### src/hdl/wprs_pkg.sv
package wprs_pkg;

  localparam int CountBits = 16;
  localparam int DefBits   = 12;
  localparam int SumBits   = DefBits + 2;
  localparam int DefMax    = 2047;
  localparam int DefMin    = -2047;
  localparam int FullShare = 100;

  typedef logic signed [DefBits-1:0] deficit_t;
  typedef logic signed [SumBits-1:0] dsum_t;
  typedef logic [CountBits-1:0]      count_t;

  typedef enum logic [1:0] {
    CLS_H1     = 2'd0,
    CLS_H2     = 2'd1,
    CLS_H3     = 2'd2,
    CLS_SERVER = 2'd3
  } cls_t;

  typedef enum logic [1:0] {
    ROUTE_POOL  = 2'd0,
    ROUTE_OFFER = 2'd1,
    ROUTE_REUSE = 2'd2,
    ROUTE_H3    = 2'd3
  } route_t;

  typedef enum logic [0:0] {
    CFG_HTTP2_PERCENT = 1'b0,
    CFG_HTTP3_PERCENT = 1'b1
  } cfg_idx_t;

  typedef struct packed {
    logic   h2_conn_available;
    count_t streams;
    count_t limit;
    count_t total;
    count_t idle;
  } route_req_t;

  function automatic deficit_t sat_deficit(input dsum_t s);
    deficit_t r;
    if (s > dsum_t'(DefMax)) begin
      r = deficit_t'(DefMax);
    end else if (s < dsum_t'(DefMin)) begin
      r = deficit_t'(DefMin);
    end else begin
      r = s[DefBits-1:0];
    end
    return r;
  endfunction

endpackage

### src/hdl/wprs_if.sv
interface wprs_in_if;
  logic        valid;
  logic        ready;
  logic        tunnel_forces_h1;
  logic        h2_conn_available;
  logic [15:0] h2_streams_in_use;
  logic [15:0] h2_stream_limit;
  logic [15:0] h1_total;
  logic [15:0] h1_idle;

  modport source (
    output valid, tunnel_forces_h1, h2_conn_available, h2_streams_in_use,
           h2_stream_limit, h1_total, h1_idle,
    input  ready
  );
  modport sink (
    input  valid, tunnel_forces_h1, h2_conn_available, h2_streams_in_use,
           h2_stream_limit, h1_total, h1_idle,
    output ready
  );
endinterface

interface wprs_out_if;
  logic       valid;
  logic       ready;
  logic [1:0] route;
  logic [1:0] chosen_class;

  modport source (
    output valid, route, chosen_class,
    input  ready
  );
  modport sink (
    input  valid, route, chosen_class,
    output ready
  );
endinterface

### src/hdl/wprs_deficit.sv
module wprs_deficit
  import wprs_pkg::*;
(
  input  logic              clk,
  input  logic              rst_n,
  input  logic              advance,
  input  logic signed [7:0] http2_percent,
  input  logic [6:0]        http3_percent,
  output cls_t              cls
);

  deficit_t deficit_r [4];
  deficit_t deficit_nxt [4];
  deficit_t added [4];
  dsum_t    w2;
  dsum_t    w3;
  deficit_t best;
  logic [1:0] best_idx;

  assign w2 = dsum_t'(http2_percent);
  assign w3 = dsum_t'({1'b0, http3_percent});

  // weight update
  always_comb begin
    added[0] = deficit_r[0];
    added[1] = deficit_r[1];
    added[3] = deficit_r[3];
    if (http2_percent < 0) begin
      added[3] = sat_deficit(dsum_t'(deficit_r[3]) + dsum_t'(FullShare) - w3);
    end else begin
      added[0] = sat_deficit(dsum_t'(deficit_r[0]) + dsum_t'(FullShare) - w2 - w3);
      added[1] = sat_deficit(dsum_t'(deficit_r[1]) + w2);
    end
    added[2] = sat_deficit(dsum_t'(deficit_r[2]) + w3);
  end

  // largest counter, lowest index on ties
  always_comb begin
    best     = added[0];
    best_idx = 2'd0;
    for (int i = 1; i < 4; i++) begin
      if (best < added[i]) begin
        best     = added[i];
        best_idx = 2'(i);
      end
    end
  end

  always_comb begin
    for (int i = 0; i < 4; i++) begin
      deficit_nxt[i] = added[i];
    end
    deficit_nxt[best_idx] = sat_deficit(dsum_t'(best) - dsum_t'(FullShare));
  end

  assign cls = cls_t'(best_idx);

  always_ff @(posedge clk) begin
    if (!rst_n) begin
      for (int i = 0; i < 4; i++) begin
        deficit_r[i] <= '0;
      end
    end else if (advance) begin
      for (int i = 0; i < 4; i++) begin
        deficit_r[i] <= deficit_nxt[i];
      end
    end
  end

endmodule

### src/hdl/wprs_route.sv
module wprs_route
  import wprs_pkg::*;
(
  input  cls_t       cls,
  input  route_req_t req,
  output route_t     route
);

  count_t                   inuse;
  logic [2*CountBits-1:0]   lhs;
  logic [2*CountBits-1:0]   rhs;
  logic                     idle_nz;

  assign inuse   = (req.idle > req.total) ? '0 : count_t'(req.total - req.idle);
  assign lhs     = {{CountBits{1'b0}}, req.streams} * {{CountBits{1'b0}}, req.total};
  assign rhs     = {{CountBits{1'b0}}, inuse} * {{CountBits{1'b0}}, req.limit};
  assign idle_nz = (req.idle != '0);

  always_comb begin
    case (cls)
      CLS_H1: route = ROUTE_POOL;
      CLS_H2: route = req.h2_conn_available ? ROUTE_REUSE : ROUTE_OFFER;
      CLS_H3: route = ROUTE_H3;
      CLS_SERVER: begin
        if (req.h2_conn_available && idle_nz) begin
          route = (lhs <= rhs) ? ROUTE_REUSE : ROUTE_POOL;
        end else if (req.h2_conn_available) begin
          route = ROUTE_REUSE;
        end else if (idle_nz) begin
          route = ROUTE_POOL;
        end else begin
          route = ROUTE_OFFER;
        end
      end
      default: route = ROUTE_POOL;
    endcase
  end

endmodule

### src/hdl/weighted_protocol_route_selector.sv
// pipeline: an accepted request is held in the stage-one registers, then its route and
// class move into the output registers once the output stage is free
// throughput: one request per cycle, sustained while the result side keeps up
// class pick and counter update happen at accept, the ratio compare in the next stage
// reset: counters and both percent registers clear to zero, pipeline empties
module weighted_protocol_route_selector
  import wprs_pkg::*;
(
  input  logic       clk,
  input  logic       rst_n,
  input  logic       cfg_we,
  input  logic [0:0] cfg_index,
  input  logic [7:0] cfg_wdata,
  wprs_in_if.sink    in_ch,
  wprs_out_if.source out_ch
);

  logic signed [7:0] http2_r;
  logic [6:0]        http3_r;

  logic       s1_v_r;
  cls_t       s1_cls_r;
  route_req_t s1_req_r;
  logic       out_v_r;
  route_t     route_r;
  cls_t       class_r;

  logic       accept;
  logic       s1_move;
  logic       out_free;
  cls_t       pick;
  route_t     route_nxt;
  route_req_t req_nxt;

  always_ff @(posedge clk) begin
    if (!rst_n) begin
      http2_r <= '0;
      http3_r <= '0;
    end else if (cfg_we) begin
      case (cfg_idx_t'(cfg_index))
        CFG_HTTP2_PERCENT: http2_r <= cfg_wdata;
        CFG_HTTP3_PERCENT: http3_r <= cfg_wdata[6:0];
        default: ;
      endcase
    end
  end

  assign out_free    = !out_v_r || out_ch.ready;
  assign s1_move     = s1_v_r && out_free;
  assign in_ch.ready = !s1_v_r || out_free;
  assign accept      = in_ch.valid && in_ch.ready;

  wprs_deficit u_deficit (
    .clk           (clk),
    .rst_n         (rst_n),
    .advance       (accept),
    .http2_percent (http2_r),
    .http3_percent (http3_r),
    .cls           (pick)
  );

  always_comb begin
    req_nxt.h2_conn_available = in_ch.h2_conn_available;
    req_nxt.streams           = in_ch.h2_streams_in_use[CountBits-1:0];
    req_nxt.limit             = in_ch.h2_stream_limit[CountBits-1:0];
    req_nxt.total             = in_ch.h1_total[CountBits-1:0];
    req_nxt.idle              = in_ch.h1_idle[CountBits-1:0];
  end

  wprs_route u_route (
    .cls   (s1_cls_r),
    .req   (s1_req_r),
    .route (route_nxt)
  );

  always_ff @(posedge clk) begin
    if (!rst_n) begin
      s1_v_r  <= 1'b0;
      out_v_r <= 1'b0;
    end else begin
      if (accept) begin
        s1_v_r <= 1'b1;
      end else if (s1_move) begin
        s1_v_r <= 1'b0;
      end
      if (s1_move) begin
        out_v_r <= 1'b1;
      end else if (out_ch.ready) begin
        out_v_r <= 1'b0;
      end
    end
  end

  always_ff @(posedge clk) begin
    if (accept) begin
      s1_cls_r <= in_ch.tunnel_forces_h1 ? CLS_H1 : pick;
      s1_req_r <= req_nxt;
    end
    if (s1_move) begin
      route_r <= route_nxt;
      class_r <= s1_cls_r;
    end
  end

  assign out_ch.valid        = out_v_r;
  assign out_ch.route        = route_r;
  assign out_ch.chosen_class = class_r;

  a_accept_fills: assert property (@(posedge clk) disable iff (!rst_n)
    accept |=> s1_v_r)
    else $error("accepted request not held in stage one");

  a_h1_pool: assert property (@(posedge clk) disable iff (!rst_n)
    out_v_r && class_r == CLS_H1 |-> route_r == ROUTE_POOL)
    else $error("h1 class with non-pool route");

  a_h3_route: assert property (@(posedge clk) disable iff (!rst_n)
    out_v_r |-> ((class_r == CLS_H3) == (route_r == ROUTE_H3)))
    else $error("h3 route and class disagree");

  a_h2_route: assert property (@(posedge clk) disable iff (!rst_n)
    out_v_r && class_r == CLS_H2 |-> route_r == ROUTE_OFFER || route_r == ROUTE_REUSE)
    else $error("h2 class with bad route");

  a_tunnel_h1: assert property (@(posedge clk) disable iff (!rst_n)
    accept && in_ch.tunnel_forces_h1 |=> s1_cls_r == CLS_H1)
    else $error("tunnel request not forced to h1");

endmodule

### src/flat_wrapper.sv
// flat-port wrapper written by rule: the top's interface ports become plain ports
module weighted_protocol_route_selector_flat import wprs_pkg::*;
  (clk, rst_n, cfg_we, cfg_index, cfg_wdata, in_ch_valid, in_ch_tunnel_forces_h1, in_ch_h2_conn_available, in_ch_h2_streams_in_use, in_ch_h2_stream_limit, in_ch_h1_total, in_ch_h1_idle, in_ch_ready, out_ch_valid, out_ch_route, out_ch_chosen_class, out_ch_ready);
  wprs_in_if in_ch_i ();
  wprs_out_if out_ch_i ();
  input  logic clk;
  input  logic rst_n;
  input  logic cfg_we;
  input  logic [0:0] cfg_index;
  input  logic [7:0] cfg_wdata;
  input wire logic [$bits(in_ch_i.valid)-1:0] in_ch_valid;
  input wire logic [$bits(in_ch_i.tunnel_forces_h1)-1:0] in_ch_tunnel_forces_h1;
  input wire logic [$bits(in_ch_i.h2_conn_available)-1:0] in_ch_h2_conn_available;
  input wire logic [$bits(in_ch_i.h2_streams_in_use)-1:0] in_ch_h2_streams_in_use;
  input wire logic [$bits(in_ch_i.h2_stream_limit)-1:0] in_ch_h2_stream_limit;
  input wire logic [$bits(in_ch_i.h1_total)-1:0] in_ch_h1_total;
  input wire logic [$bits(in_ch_i.h1_idle)-1:0] in_ch_h1_idle;
  output wire logic [$bits(in_ch_i.ready)-1:0] in_ch_ready;
  output wire logic [$bits(out_ch_i.valid)-1:0] out_ch_valid;
  output wire logic [$bits(out_ch_i.route)-1:0] out_ch_route;
  output wire logic [$bits(out_ch_i.chosen_class)-1:0] out_ch_chosen_class;
  input wire logic [$bits(out_ch_i.ready)-1:0] out_ch_ready;
  assign in_ch_i.valid = in_ch_valid;
  assign in_ch_i.tunnel_forces_h1 = in_ch_tunnel_forces_h1;
  assign in_ch_i.h2_conn_available = in_ch_h2_conn_available;
  assign in_ch_i.h2_streams_in_use = in_ch_h2_streams_in_use;
  assign in_ch_i.h2_stream_limit = in_ch_h2_stream_limit;
  assign in_ch_i.h1_total = in_ch_h1_total;
  assign in_ch_i.h1_idle = in_ch_h1_idle;
  assign in_ch_ready = in_ch_i.ready;
  assign out_ch_valid = out_ch_i.valid;
  assign out_ch_route = out_ch_i.route;
  assign out_ch_chosen_class = out_ch_i.chosen_class;
  assign out_ch_i.ready = out_ch_ready;
  weighted_protocol_route_selector u_core (.clk(clk), .rst_n(rst_n), .cfg_we(cfg_we), .cfg_index(cfg_index), .cfg_wdata(cfg_wdata), .in_ch(in_ch_i), .out_ch(out_ch_i));
endmodule
### config.mk
export PLATFORM = sky130hd
export DESIGN_NAME = weighted_protocol_route_selector_flat
export DESIGN_NICKNAME = d
export VERILOG_FILES = /design/src/hdl/wprs_pkg.sv /design/src/hdl/wprs_if.sv /design/src/hdl/wprs_deficit.sv /design/src/hdl/wprs_route.sv /design/src/hdl/weighted_protocol_route_selector.sv /design/src/flat_wrapper.sv
export SDC_FILE = /design/constraint.sdc
export NUM_CORES = 2
export LEC_CHECK = 0
export ABC_AREA = 1
export BUFFER_PORTS_ARGS = -buffer_cell sky130_fd_sc_hd__buf_4
export CELL_PAD_IN_SITES_DETAIL_PLACEMENT = 1
export CELL_PAD_IN_SITES_GLOBAL_PLACEMENT = 2
export CORE_MARGIN = 2
export CORE_UTILIZATION = 40
export CTS_CLUSTER_DIAMETER = 200
export CTS_CLUSTER_SIZE = 12
export DETAILED_ROUTE_END_ITERATION = 10
export HOLD_SLACK_MARGIN = 0.15
export PLACE_DENSITY = 0.93
export SKIP_CTS_REPAIR_TIMING = 1
export SLEW_MARGIN = 20
export SYNTH_ARGS = -nofsm -noshare
export SYNTH_HDL_FRONTEND = slang
export SYNTH_SLANG_ARGS = --single-unit
export TNS_END_PERCENT = 50
### constraint.sdc
create_clock -name clk -period 14.2 [get_ports clk]
set_clock_uncertainty 0.05 [all_clocks]
set_input_delay 4.26 -clock clk [delete_from_list [all_inputs] [get_ports clk]]
set_output_delay 4.26 -clock clk [all_outputs]
set_load 0.02 [all_outputs]
==> metrics <==
CTS tree=yes; Final ANT Viol Nets=0; sequential cell area fraction in the yosys report=0.141; Ports=86; Iteration-0 DRC Markers=1,233; Worst Tran Pin Value=1.05 ns; global route total overflow=0; Syn Area/Cell=7.90 µm²; cells after synthesis=3,514; relative slew slack=0.299; compound-gate portion of the synthesized area=0.0729; Core ar.=0.0687 mm²; CP endpoint kind=register; WP data arrival=12.99 ns; Placement Rows=96; via count=22,800; outcome=completed; Wirelength per Cell=18.9 µm; Startpoint Class=register; register area=0.00391 mm²; Worst Path Required=14.42 ns; Die Y=267 µm; first-pass GRT wire length=136,000 µm; Slowest-stage cell, CP=edfxtp_1; most frequent cells in the layout=inv_1, nand2_1, fa_1; EDFF count, synth=119; prevailing post-synth register cell=edfxtp_1; clk sink count=136; Post-Synth XOR/XNOR Area=0.0274; Initial Utilization=0.404; Final GP Congestion=0.920; clk slew on worst S/H paths=0.09 ns; Inserted Clock Buffers=17; final number of hold-violating endpoints=0; commonest non-fill, non-tap cell in the layout=inv_1; IO buf count=85; synth unique cells=50; drt first pass iters=7; P&R area growth vs syn=7.77%; vias in the first global route=25,200; DR DRC count=0; Syn Std Cell Area=0.0278 mm²; Period minus WS final=12.77 ns; Multi-input gate area=0.0202 mm²; simple-gate portion of the synthesized area=0.177; main combinational cell family by area after synthesis=adder cells; routed vias/inst=5.11; die area=0.0715 mm²; top fanout value on the critical path=17; share of cells above drive strength 1=0.0568; post-layout net count=4,358; Net Count, Synth=4,349; Die Width=267 µm; Max-cap violations=0; # diodes=0; RSZ-0062 raised after global routing=no; CTS Buffer Depth=2; YS warnings=0; Hold/Removal Path Class=reg -> reg; WS Path Type=reg -> reg; largest net degree at the start of global routing=68; Largest stage delay, worst path=0.72 ns; Setup WS post-layout=1.43 ns; mux contribution to synthesized area=0; initial antenna violation count=1; gr usage total=0.248; async set-reset flop share out of synthesis=0; Yosys reg bits=136; Fillers=8,468; Clock Latency Late Sink=0.51 ns; fin. max-slew vios=0; post-synthesis adder-cell area fraction=0.448; Peak Freq=78.3 MHz; setup slack at placement=1.54 ns; root cell of the clock tree=clkbuf_16; H-tree depth=4; setup_tns=0 ns; DP HPWL=69,000 µm; Routed WL=84,600 µm; fin crit share=0.899; Setup violations, final=0
## critical path, delay by kind of cell (launching register included)
family | cells | cell delay, ns
buf+inv | 11 | 1.48
flops | 1 | 0.72
simple gates | 27 | 3.36
fa+ha+maj | 10 | 4.13
compound gates | 18 | 2.65
xor+xnor | 1 | 0.12
## flip-flops by register name (all words and copies together), names as in the netlist
signal	cells
u_core.http2_r	8
u_core.out_ch.valid	1
u_core.s1_v_r	1
u_core.s1_req_r	65
u_core.out_ch.chosen_class	2
u_core.u_deficit.deficit_r	48
u_core.out_ch.route	2
u_core.s1_cls_r	2
u_core.http3_r	7
## Yosys cell counts, types with 2 or more instances
library cell    n  area share
o31ai_1         2     0.00054
inv_2           3     0.00041
nand2_2        19      0.0043
clkinv_1        9      0.0012
nor4_1          4     0.00090
nand2_1       784        0.11
xnor2_1        32       0.010
fa_1          400        0.29
or2_2          12      0.0027
nand3_1       131       0.024
a31oi_1         4     0.00090
clkbuf_1      106       0.014
o21ai_2         2     0.00063
o21a_1         11      0.0030
a211oi_1        5      0.0014
buf_1           7     0.00095
a22oi_1         9      0.0024
a21o_1          7      0.0019
xor2_1         55       0.017
inv_1         853        0.12
nor3_1          8      0.0014
and2_1          2     0.00045
nand3b_1        5      0.0014
nand3_2         6      0.0022
o211ai_1        3     0.00081
nand2_4         3      0.0012
o21bai_1       17      0.0046
o21ai_1         6      0.0011
a21oi_2         5      0.0016
o21ai_0       109       0.020
dfxtp_1        17       0.012
o22ai_1         3     0.00068
nor2_1        190       0.026
nand4_1        22      0.0050
a21oi_1       174       0.031
o21bai_2        3      0.0012
edfxtp_1      119        0.13
ha_1          355        0.16
## path summary, 6_finish.rpt
path	to	slack, ns	cells past startpoint	startpoint
worst max register to register	u_core.out_ch.route[1]	1.43	67	u_core.s1_req_r[16]
worst max-delay path	u_core.out_ch.route[1]	1.43	67	u_core.s1_req_r[16]
worst min-delay path	u_core.out_ch.valid	0.43	2	u_core.s1_v_r
worst min register to register	u_core.out_ch.valid	0.43	2	u_core.s1_v_r
## cell type report
type | count | share of cell area
tap | 931 | 0.0389
clock buffer | 17 | 0.0142
multi-input combinational | 2396 | 0.674
timing repair buffer | 107 | 0.0268
sequential | 136 | 0.131
clock inverter | 15 | 0.00698
inverter | 865 | 0.109
## stage by stage
step                 util  hold slack [ns]  cell area, µm²  std cells
floorplan               -            0.393           27800       3514
global placement    0.426            0.419           29300       4435
detailed placement  0.426            0.430           29300       4435
CTS                 0.435            0.440           29900       4467
global route        0.435            0.480           29900       4467
finish              0.435            0.434           29900       4467
## cells by family after synthesis
kind of cell	count (synthesis)
AO/OA/AOI/OAI	363
XOR/XNOR	87
adder cells (fa/ha/maj)	755
buffers and inverters	982
flip-flops	136
AND/OR/NAND/NOR	1191
## metal layers
layer | share of wire | global-route usage | up-vias | wire length (µm)
met5 | 0.00015 | 0 | - | 13
met4 | 0.031 | 0.0839 | 2 | 2640
met3 | 0.046 | 0.0302 | 127 | 3870
met2 | 0.50 | 0.441 | 518 | 42200
met1 | 0.42 | 0.310 | 11500 | 35800
li1 | - | - | 10700 | -
Power is left out: the tool's default activity adds up to more than one toggle a clock period on the data nets, which glitch-free logic cannot reach.
